===== config.mk =====
export PLATFORM = sky130hd
export DESIGN_NAME = escape_time_fractal_pixel
export DESIGN_NICKNAME = d
export VERILOG_FILES = /design/src/design/efp_pkg.sv /design/src/design/escape_time_fractal_pixel.sv
export SDC_FILE = /design/constraint.sdc
export NUM_CORES = 2
export LEC_CHECK = 0
export BUFFER_PORTS_ARGS = -buffer_cell sky130_fd_sc_hd__clkbuf_2
export CORE_MARGIN = 2
export CORE_UTILIZATION = 41
export DETAILED_ROUTE_END_ITERATION = 10
export GPL_TIMING_DRIVEN = 0
export PLACE_DENSITY_LB_ADDON = 0.2
export SLEW_MARGIN = 20
export SYNTH_ARGS = -nofsm -noshare
export SYNTH_HDL_FRONTEND = slang
export SYNTH_SLANG_ARGS = --single-unit

===== constraint.sdc =====
create_clock -name clk -period 18.3 [get_ports clk]
set_input_delay 3.66 -clock clk [delete_from_list [all_inputs] [get_ports clk]]
set_output_delay 3.66 -clock clk [all_outputs]
set_load 0.01 [all_outputs]

===== src/design/efp_pkg.sv =====
// Shared constants for the escape-time fractal pixel block.
`timescale 1ns / 1ps
`default_nettype none

package efp_pkg;

    localparam int unsigned INT_BITS           = 8;
    localparam int unsigned MAX_IMAGE_SIZE_DEF = 4096;
    localparam int unsigned FRAC_BITS_DEF      = 28;

    localparam int unsigned PIX_W      = 12;
    localparam int unsigned SIZE_W     = 13;
    localparam int unsigned ITER_W     = 16;
    localparam int unsigned CFG_IDX_W  = 2;
    localparam int unsigned CFG_DATA_W = 16;

    localparam logic [CFG_IDX_W-1:0] REG_IMAGE_SIZE = 2'd0;
    localparam logic [CFG_IDX_W-1:0] REG_MAX_ITER   = 2'd1;

    localparam logic [SIZE_W-1:0] IMAGE_SIZE_RST = 13'd256;
    localparam logic [ITER_W-1:0] MAX_ITER_RST   = 16'd1000;

endpackage

`default_nettype wire


===== src/design/escape_time_fractal_pixel.sv =====
// Escape-time fractal pixel: maps a pixel to a point and counts escape iterations.
//
// The input channel takes one pixel (pixel_row, pixel_column) per beat with
// in_valid and in_stall; the block holds in_stall high from the beat it accepts
// until the result beat has been taken. The output channel presents
// iteration_count with out_valid and waits while out_stall is high, holding
// the count. The configuration channel (cfg_valid, cfg_ready, cfg_index,
// cfg_data) is always ready and writes image_size (index 0) or
// max_iterations (index 1); other indexes are ignored.
// A serial restoring divider produces one quotient bit per cycle and maps the
// column and then the row. Each escape iteration then steps through ST_CHECK,
// ST_ADD and ST_MAG for the adds and magnitudes, then ST_SQ, in which one
// half-width multiplier forms the three partial products of each of the three
// squares, and ST_DRAIN to drain the accumulator.
// Reset returns the block to idle, drops out_valid and loads image_size 256
// and max_iterations 1000.
`timescale 1ns / 1ps
`default_nettype none

module escape_time_fractal_pixel
    import efp_pkg::*;
#(
    parameter int unsigned MAX_IMAGE_SIZE = MAX_IMAGE_SIZE_DEF,
    parameter int unsigned FRAC_BITS      = FRAC_BITS_DEF
)
(
    input  wire logic                  clk,
    input  wire logic                  rst_n,
    input  wire logic                  in_valid,
    output logic                       in_stall,
    input  wire logic [PIX_W-1:0]      pixel_row,
    input  wire logic [PIX_W-1:0]      pixel_column,
    output logic                       out_valid,
    input  wire logic                  out_stall,
    output logic [ITER_W-1:0]          iteration_count,
    input  wire logic                  cfg_valid,
    output logic                       cfg_ready,
    input  wire logic [CFG_IDX_W-1:0]  cfg_index,
    input  wire logic [CFG_DATA_W-1:0] cfg_data
);

    localparam int unsigned FX_W      = INT_BITS + FRAC_BITS;
    localparam int unsigned HALF_W    = (FX_W + 1) / 2;
    localparam int unsigned PROD_W    = 2 * HALF_W;
    localparam int unsigned SQ_W      = 2 * FX_W;
    localparam int unsigned SZ_W      = $clog2(MAX_IMAGE_SIZE + 1);
    localparam int unsigned IDX5_W    = PIX_W + 3;
    localparam int unsigned NUM_W     = IDX5_W + FRAC_BITS - 1;
    localparam int unsigned CMP_W     = NUM_W + 2;
    localparam int unsigned DIV_CNT_W = $clog2(NUM_W + 1);

    localparam logic [FX_W-1:0] FX_MAX = {1'b0, {(FX_W-1){1'b1}}};
    localparam logic [FX_W-1:0] FX_MIN = {1'b1, {(FX_W-1){1'b0}}};
    localparam logic [FX_W:0]   FX_FOUR =
        {{(FX_W-FRAC_BITS-2){1'b0}}, 1'b1, {(FRAC_BITS+2){1'b0}}};
    localparam logic [CMP_W-1:0] OFF_CX =
        {{(CMP_W-FRAC_BITS-2){1'b0}}, 1'b1, {(FRAC_BITS+1){1'b0}}};
    localparam logic [CMP_W-1:0] OFF_CY =
        {{(CMP_W-FRAC_BITS-1){1'b0}}, 1'b1, 2'b01, {(FRAC_BITS-2){1'b0}}};
    localparam logic [CMP_W-1:0] FX_MAX_C = CMP_W'(FX_MAX);
    localparam logic [CMP_W-1:0] LIM_CX   = FX_MAX_C + OFF_CX;
    localparam logic [CMP_W-1:0] LIM_CY   = FX_MAX_C + OFF_CY;

    localparam logic [1:0] OP_X     = 2'd0;
    localparam logic [1:0] OP_Y     = 2'd1;
    localparam logic [1:0] OP_S     = 2'd2;
    localparam logic [1:0] PART_LO  = 2'd0;
    localparam logic [1:0] PART_MID = 2'd1;
    localparam logic [1:0] PART_HI  = 2'd2;

    typedef enum logic [2:0] {
        ST_IDLE,
        ST_DIV,
        ST_CHECK,
        ST_ADD,
        ST_MAG,
        ST_SQ,
        ST_DRAIN,
        ST_DONE
    } state_t;

    function automatic logic [FX_W-1:0] sat1(input logic [FX_W:0] v);
        if (v[FX_W] != v[FX_W-1])
            return v[FX_W] ? FX_MIN : FX_MAX;
        return v[FX_W-1:0];
    endfunction

    function automatic logic [FX_W-1:0] sat2(input logic [FX_W+1:0] v);
        if (v[FX_W+1:FX_W-1] == 3'b000 || v[FX_W+1:FX_W-1] == 3'b111)
            return v[FX_W-1:0];
        return v[FX_W+1] ? FX_MIN : FX_MAX;
    endfunction

    function automatic logic [FX_W:0] ext1(input logic [FX_W-1:0] v);
        return {v[FX_W-1], v};
    endfunction

    function automatic logic [FX_W+1:0] ext2(input logic [FX_W-1:0] v);
        return {{2{v[FX_W-1]}}, v};
    endfunction

    function automatic logic [FX_W-1:0] magnitude(input logic [FX_W-1:0] v);
        return v[FX_W-1] ? (~v + {{(FX_W-1){1'b0}}, 1'b1}) : v;
    endfunction

    function automatic logic [NUM_W-1:0] numerator(input logic [PIX_W-1:0] idx);
        logic [IDX5_W-1:0] idx5;
        idx5 = IDX5_W'({idx, 2'b00}) + IDX5_W'(idx);
        return {idx5, {(FRAC_BITS-1){1'b0}}};
    endfunction

    state_t                 state_reg, state_next;
    logic [SIZE_W-1:0]      image_size_reg;
    logic [ITER_W-1:0]      max_iter_reg;
    logic [ITER_W-1:0]      n_reg;
    logic [DIV_CNT_W-1:0]   div_cnt_reg;
    logic                   div_row_reg;
    logic [1:0]             op_reg, part_reg;
    logic                   acc_vld_reg;
    logic [1:0]             acc_op_reg, acc_part_reg;

    logic [SZ_W-1:0]        size_reg;
    logic [PIX_W-1:0]       row_reg;
    logic [SZ_W-1:0]        div_rem_reg;
    logic [NUM_W-1:0]       div_num_reg;
    logic [FX_W-1:0]        cx_reg, cy_reg;
    logic [FX_W-1:0]        x2_reg, y2_reg, w_reg;
    logic [FX_W-1:0]        d_reg, e_reg, x_reg, y_reg;
    logic [FX_W-1:0]        mag_x_reg, mag_y_reg, mag_s_reg;
    logic [PROD_W-1:0]      prod_reg;
    logic [SQ_W-1:0]        acc_reg;

    logic                   in_accept;
    logic                   go;
    logic [FX_W:0]          esc_sum;
    logic [SZ_W-1:0]        eff_size;
    logic [SZ_W:0]          div_trial, div_diff;
    logic                   div_ge;
    logic                   div_end;
    logic [CMP_W-1:0]       q_ext, map_lim, map_off;
    logic [FX_W-1:0]        coord;
    logic [FX_W-1:0]        mag_sel;
    logic [HALF_W-1:0]      mul_a, mul_b, m_lo, m_hi;
    logic [SQ_W-1:0]        acc_shift, acc_sum;
    logic [SQ_W-FRAC_BITS-1:0] sq_top;
    logic [FX_W-1:0]        sq_res;

    assign in_stall        = (state_reg != ST_IDLE);
    assign in_accept       = in_valid && !in_stall;
    assign out_valid       = (state_reg == ST_DONE);
    assign iteration_count = n_reg;
    assign cfg_ready       = 1'b1;

    always_comb
    begin
        if (image_size_reg == '0)
            eff_size = SZ_W'(1);
        else if (32'(image_size_reg) > 32'(MAX_IMAGE_SIZE))
            eff_size = SZ_W'(MAX_IMAGE_SIZE);
        else
            eff_size = SZ_W'(image_size_reg);
    end

    assign esc_sum = {1'b0, x2_reg} + {1'b0, y2_reg};
    assign go      = (esc_sum <= FX_FOUR) && (n_reg < max_iter_reg);

    assign div_end   = (div_cnt_reg == DIV_CNT_W'(NUM_W));
    assign div_trial = {div_rem_reg, div_num_reg[NUM_W-1]};
    assign div_diff  = div_trial - {1'b0, size_reg};
    assign div_ge    = !div_diff[SZ_W];

    assign q_ext   = CMP_W'(div_num_reg);
    assign map_lim = div_row_reg ? LIM_CY : LIM_CX;
    assign map_off = div_row_reg ? OFF_CY : OFF_CX;
    always_comb
    begin
        if (q_ext > map_lim)
            coord = FX_MAX;
        else
            coord = FX_W'(q_ext - map_off);
    end

    always_comb
    begin
        case (op_reg)
            OP_X:    mag_sel = mag_x_reg;
            OP_Y:    mag_sel = mag_y_reg;
            default: mag_sel = mag_s_reg;
        endcase
        m_lo = mag_sel[HALF_W-1:0];
        m_hi = HALF_W'(mag_sel[FX_W-1:HALF_W]);
        case (part_reg)
            PART_LO:  begin mul_a = m_lo; mul_b = m_lo; end
            PART_MID: begin mul_a = m_hi; mul_b = m_lo; end
            default:  begin mul_a = m_hi; mul_b = m_hi; end
        endcase
    end

    always_comb
    begin
        case (acc_part_reg)
            PART_LO:  acc_shift = SQ_W'(prod_reg);
            PART_MID: acc_shift = SQ_W'(prod_reg) << (HALF_W + 1);
            PART_HI:  acc_shift = SQ_W'(prod_reg) << (2 * HALF_W);
            default:  acc_shift = '0;
        endcase
        acc_sum = ((acc_part_reg == PART_LO) ? '0 : acc_reg) + acc_shift;
        sq_top  = acc_sum[SQ_W-1:FRAC_BITS];
        sq_res  = (sq_top > (SQ_W-FRAC_BITS)'(FX_MAX)) ? FX_MAX : sq_top[FX_W-1:0];
    end

    always_comb
    begin
        state_next = state_reg;
        unique case (state_reg)
            ST_IDLE:  if (in_valid) state_next = ST_DIV;
            ST_DIV:   if (div_end && div_row_reg) state_next = ST_CHECK;
            ST_CHECK: state_next = go ? ST_ADD : ST_DONE;
            ST_ADD:   state_next = ST_MAG;
            ST_MAG:   state_next = ST_SQ;
            ST_SQ:    if (op_reg == OP_S && part_reg == PART_HI) state_next = ST_DRAIN;
            ST_DRAIN: state_next = ST_CHECK;
            ST_DONE:  if (!out_stall) state_next = ST_IDLE;
            default:  state_next = ST_IDLE;
        endcase
    end

    always_ff @(posedge clk or negedge rst_n)
    begin
        if (!rst_n)
        begin
            state_reg      <= ST_IDLE;
            image_size_reg <= IMAGE_SIZE_RST;
            max_iter_reg   <= MAX_ITER_RST;
            n_reg          <= '0;
            div_cnt_reg    <= '0;
            div_row_reg    <= 1'b0;
            op_reg         <= OP_X;
            part_reg       <= PART_LO;
            acc_vld_reg    <= 1'b0;
            acc_op_reg     <= OP_X;
            acc_part_reg   <= PART_LO;
        end
        else
        begin
            state_reg <= state_next;
            if (cfg_valid && cfg_ready)
            begin
                if (cfg_index == REG_IMAGE_SIZE)
                    image_size_reg <= cfg_data[SIZE_W-1:0];
                else if (cfg_index == REG_MAX_ITER)
                    max_iter_reg <= cfg_data[ITER_W-1:0];
            end
            acc_vld_reg  <= (state_reg == ST_SQ);
            acc_op_reg   <= op_reg;
            acc_part_reg <= part_reg;
            unique case (state_reg)
                ST_IDLE:
                begin
                    div_cnt_reg <= '0;
                    div_row_reg <= 1'b0;
                end
                ST_DIV:
                begin
                    if (div_end)
                    begin
                        div_cnt_reg <= '0;
                        div_row_reg <= 1'b1;
                        n_reg       <= '0;
                    end
                    else
                        div_cnt_reg <= div_cnt_reg + DIV_CNT_W'(1);
                end
                ST_ADD:
                    n_reg <= n_reg + ITER_W'(1);
                ST_MAG:
                begin
                    op_reg   <= OP_X;
                    part_reg <= PART_LO;
                end
                ST_SQ:
                begin
                    if (part_reg == PART_HI)
                    begin
                        part_reg <= PART_LO;
                        op_reg   <= op_reg + 2'd1;
                    end
                    else
                        part_reg <= part_reg + 2'd1;
                end
                default:
                begin
                end
            endcase
        end
    end

    always_ff @(posedge clk)
    begin
        if (in_accept)
        begin
            size_reg    <= eff_size;
            row_reg     <= pixel_row;
            div_num_reg <= numerator(pixel_column);
            div_rem_reg <= '0;
        end
        if (state_reg == ST_DIV)
        begin
            if (!div_end)
            begin
                div_rem_reg <= div_ge ? div_diff[SZ_W-1:0] : div_trial[SZ_W-1:0];
                div_num_reg <= {div_num_reg[NUM_W-2:0], div_ge};
            end
            else if (!div_row_reg)
            begin
                cx_reg      <= coord;
                div_num_reg <= numerator(row_reg);
                div_rem_reg <= '0;
            end
            else
            begin
                cy_reg <= coord;
                x2_reg <= '0;
                y2_reg <= '0;
                w_reg  <= '0;
            end
        end
        if (state_reg == ST_CHECK)
        begin
            d_reg <= x2_reg - y2_reg;
            e_reg <= sat2(ext2(w_reg) - ext2(x2_reg) - ext2(y2_reg));
        end
        if (state_reg == ST_ADD)
        begin
            x_reg <= sat1(ext1(d_reg) + ext1(cx_reg));
            y_reg <= sat1(ext1(e_reg) + ext1(cy_reg));
        end
        if (state_reg == ST_MAG)
        begin
            mag_x_reg <= magnitude(x_reg);
            mag_y_reg <= magnitude(y_reg);
            mag_s_reg <= magnitude(sat1(ext1(x_reg) + ext1(y_reg)));
        end
        if (state_reg == ST_SQ)
            prod_reg <= mul_a * mul_b;
        if (acc_vld_reg)
        begin
            acc_reg <= acc_sum;
            if (acc_part_reg == PART_HI)
            begin
                case (acc_op_reg)
                    OP_X:    x2_reg <= sq_res;
                    OP_Y:    y2_reg <= sq_res;
                    default: w_reg  <= sq_res;
                endcase
            end
        end
    end

endmodule

`default_nettype wire

==> run metrics <==
dominant cells by area after synthesis=edfxtp_1, ha_1, fa_1; post-CTS sizing=0; FF-to-FF path depth=32; CTS tree=built; drt drc=0; die height=378 um; #FFs+latches synth=684; r2r startpoint=op_reg[1]; metal2 WL=81500 um; Max clock buf depth=3; CP max-delay cell=fa_1; outcome=finished, final reports clean; Crit path largest cell delay=670 ps; num ports=66; WS Path Type=reg -> reg; max frequency=91.2 MHz; Hold Crit Class=reg -> reg; synth cell count leaders=a21oi_1, inv_1, nand2_1, ha_1, edfxtp_1; worst path required time=18750 ps; Mean Syn Cell Area=9.25 um2; H-Tree Depth=3; Worst Hold Depth=0; CTS buffer count=81; clk root buf=clkbuf_16; RSZ-0062 raised after global routing=no; register area=18600 um2; Least-Margin Pin Slew=1170 ps; Area Overhead vs Synth=10.3%; Setup TNS Final=0 ps; Antenna Nets Post-Route=0; Mapped Area=57200 um2; drt wl/cell=21.6 um; Hold Startpoint=op_reg[0]; GR Overflow Total=0; Worst EP arrival=11420 ps; Setup crit end kind=flip-flop; met1 WL=81200 um; Slew HR=0.217; Final nets=7197; worst skew pair latency=720 ps; period utilization=0.599; Post-synth EDFFs=457; layout cells sized above 1=0.0564; total wire length=179000 um; minimum clock period=10970 ps; Net Count, Synth=7037; area share of the largest cell type after synthesis=0.240; Post-CTS Setup Bufs=0; Synth Flop Type=edfxtp_1; GP Congestion=0.964; Hold Vio Cnt, Final=0; die width=378 um; hold path endpoint=acc_op_reg[0]; CTS sink cnt=684; Worst R2R Setup Slack=7330 ps; first-pass GRT wire length=273000 um; largest net degree at the start of global routing=56; vias=46400; HPWL Detailed=145000 um; Synth Instances=6187; Die ar.=143000 um2; worst r2r dst=prod_reg[33]; Yosys cell types=95; Synth async-reset ratio=0.0936; WL met3=10900 um; Ant. Diodes=0; Max Cap Viol=0; Via density=5.60; Pre-antenna DRT Iters=6; Rows=137; multi-input logic area=35500 um2; register area share after synthesis=0.325; starting density of the core=0.412; critical path launch point type=flip-flop; Worst Skew=50.7 ps; # port buffers=64; number of global-route vias before repair=44700; cell taking the most area after synthesis=edfxtp_1; Final Max Tran Viols=0; Global Route Usage Sum=0.250; hold buffers post-CTS=0; Highest Signal Layer=met4; crit-path max FO=10; final setup fails=0; core area=139000 um2; Clock transition at path regs=70 ps; Largest register FFs=72; Synth Warn #=0; initial antenna violation count=3; most common cell in the netlist=a21oi_1; fill cell count=13500; 1st-iter DRT viols=4017
-- metrics by stage --
step           setup slack (ps)  std cells  utilization  hold slack (ps)  area [um2]
2_1_floorplan              9900       6187            -              398       57200
3_3_place_gp               7050       8127        0.431              446       59900
3_5_place_dp               7540       8140        0.433              442       60200
4_1_cts                    7460       8292        0.454              461       63100
5_1_grt                    6960       8292        0.454              487       63100
6_report                   7330       8292        0.454              455       63100
-- layout by cell type, fill, tap and decap left out, types with 32 or more instances in the layout --
master	count
o21ai_0	292
xnor2_1	258
nand4_1	66
nand2b_1	68
inv_1	596
and3_1	45
nor2_1	415
a31oi_1	34
nand3_1	72
dfxtp_1	163
nand2_1	545
o21bai_1	46
edfxtp_1	457
xor2_1	122
clkbuf_2	63
o31ai_1	43
or2_2	52
nor2b_1	138
a21o_1	140
a211oi_1	53
nor3_1	79
dfrtp_1	56
ha_1	502
a21oi_1	654
and2_1	72
fa_1	301
clkbuf_1	231
o21a_1	71
mux2i_1	48
clkbuf_16	83
mux2_2	34
or3_1	32
a22o_1	71
-- routing by layer --
| layer | track usage | vias up |
|---|---|---|
| li1 | - | 22100 |
| met1 | 0.349 | 22600 |
| met2 | 0.402 | 1461 |
| met3 | 0.0315 | 245 |
| met4 | 0.0795 | 0 |
| met5 | 0 | - |
-- layout make-up --
| type | instances | area share |
|---|---|---|
| multi-input cells | 4661 | 0.562 |
| inverters | 602 | 0.0359 |
| plain buffers | 240 | 0.0148 |
| well taps | 1876 | 0.0372 |
| clock buffers | 99 | 0.0347 |
| flip-flops and latches | 684 | 0.295 |
| clock inverters | 53 | 0.0111 |
| repair buffers | 77 | 0.00932 |
-- how the worst max path moves through the flow --
stage | endpoint | from | slack, ps
after floorplan | prod_reg[33] | op_reg[0] | 9900
after global placement | prod_reg[34] | op_reg[1] | 7050
after detailed placement | prod_reg[34] | op_reg[1] | 7540
after CTS | prod_reg[34] | op_reg[1] | 7460
after global routing | prod_reg[34] | op_reg[1] | 6960
final | prod_reg[33] | op_reg[1] | 7330
-- worst max-delay path, delay by kind of cell, from the launching register on --
family / cells / cell delay (ps)
flops: 1 / 450
simple gates: 4 / 940
buf+inv: 9 / 2020
fa+ha+maj: 8 / 3790
xor+xnor: 1 / 160
compound gates: 10 / 3320
-- logic make-up after synthesis --
kind of cell | after synthesis | share of synthesized area
XOR/XNOR | 380 | 0.0582
multiplexers | 82 | 0.0151
other | 1 | 0.0000655
buffers and inverters | 842 | 0.0558
AO/OA/AOI/OAI | 1687 | 0.185
flip-flops | 684 | 0.325
AND/OR/NAND/NOR | 1692 | 0.143
adder cells (fa/ha/maj) | 819 | 0.218
Power is not shown: default switching activity piles up to over one toggle a cycle in this logic, so the estimate is an artifact.
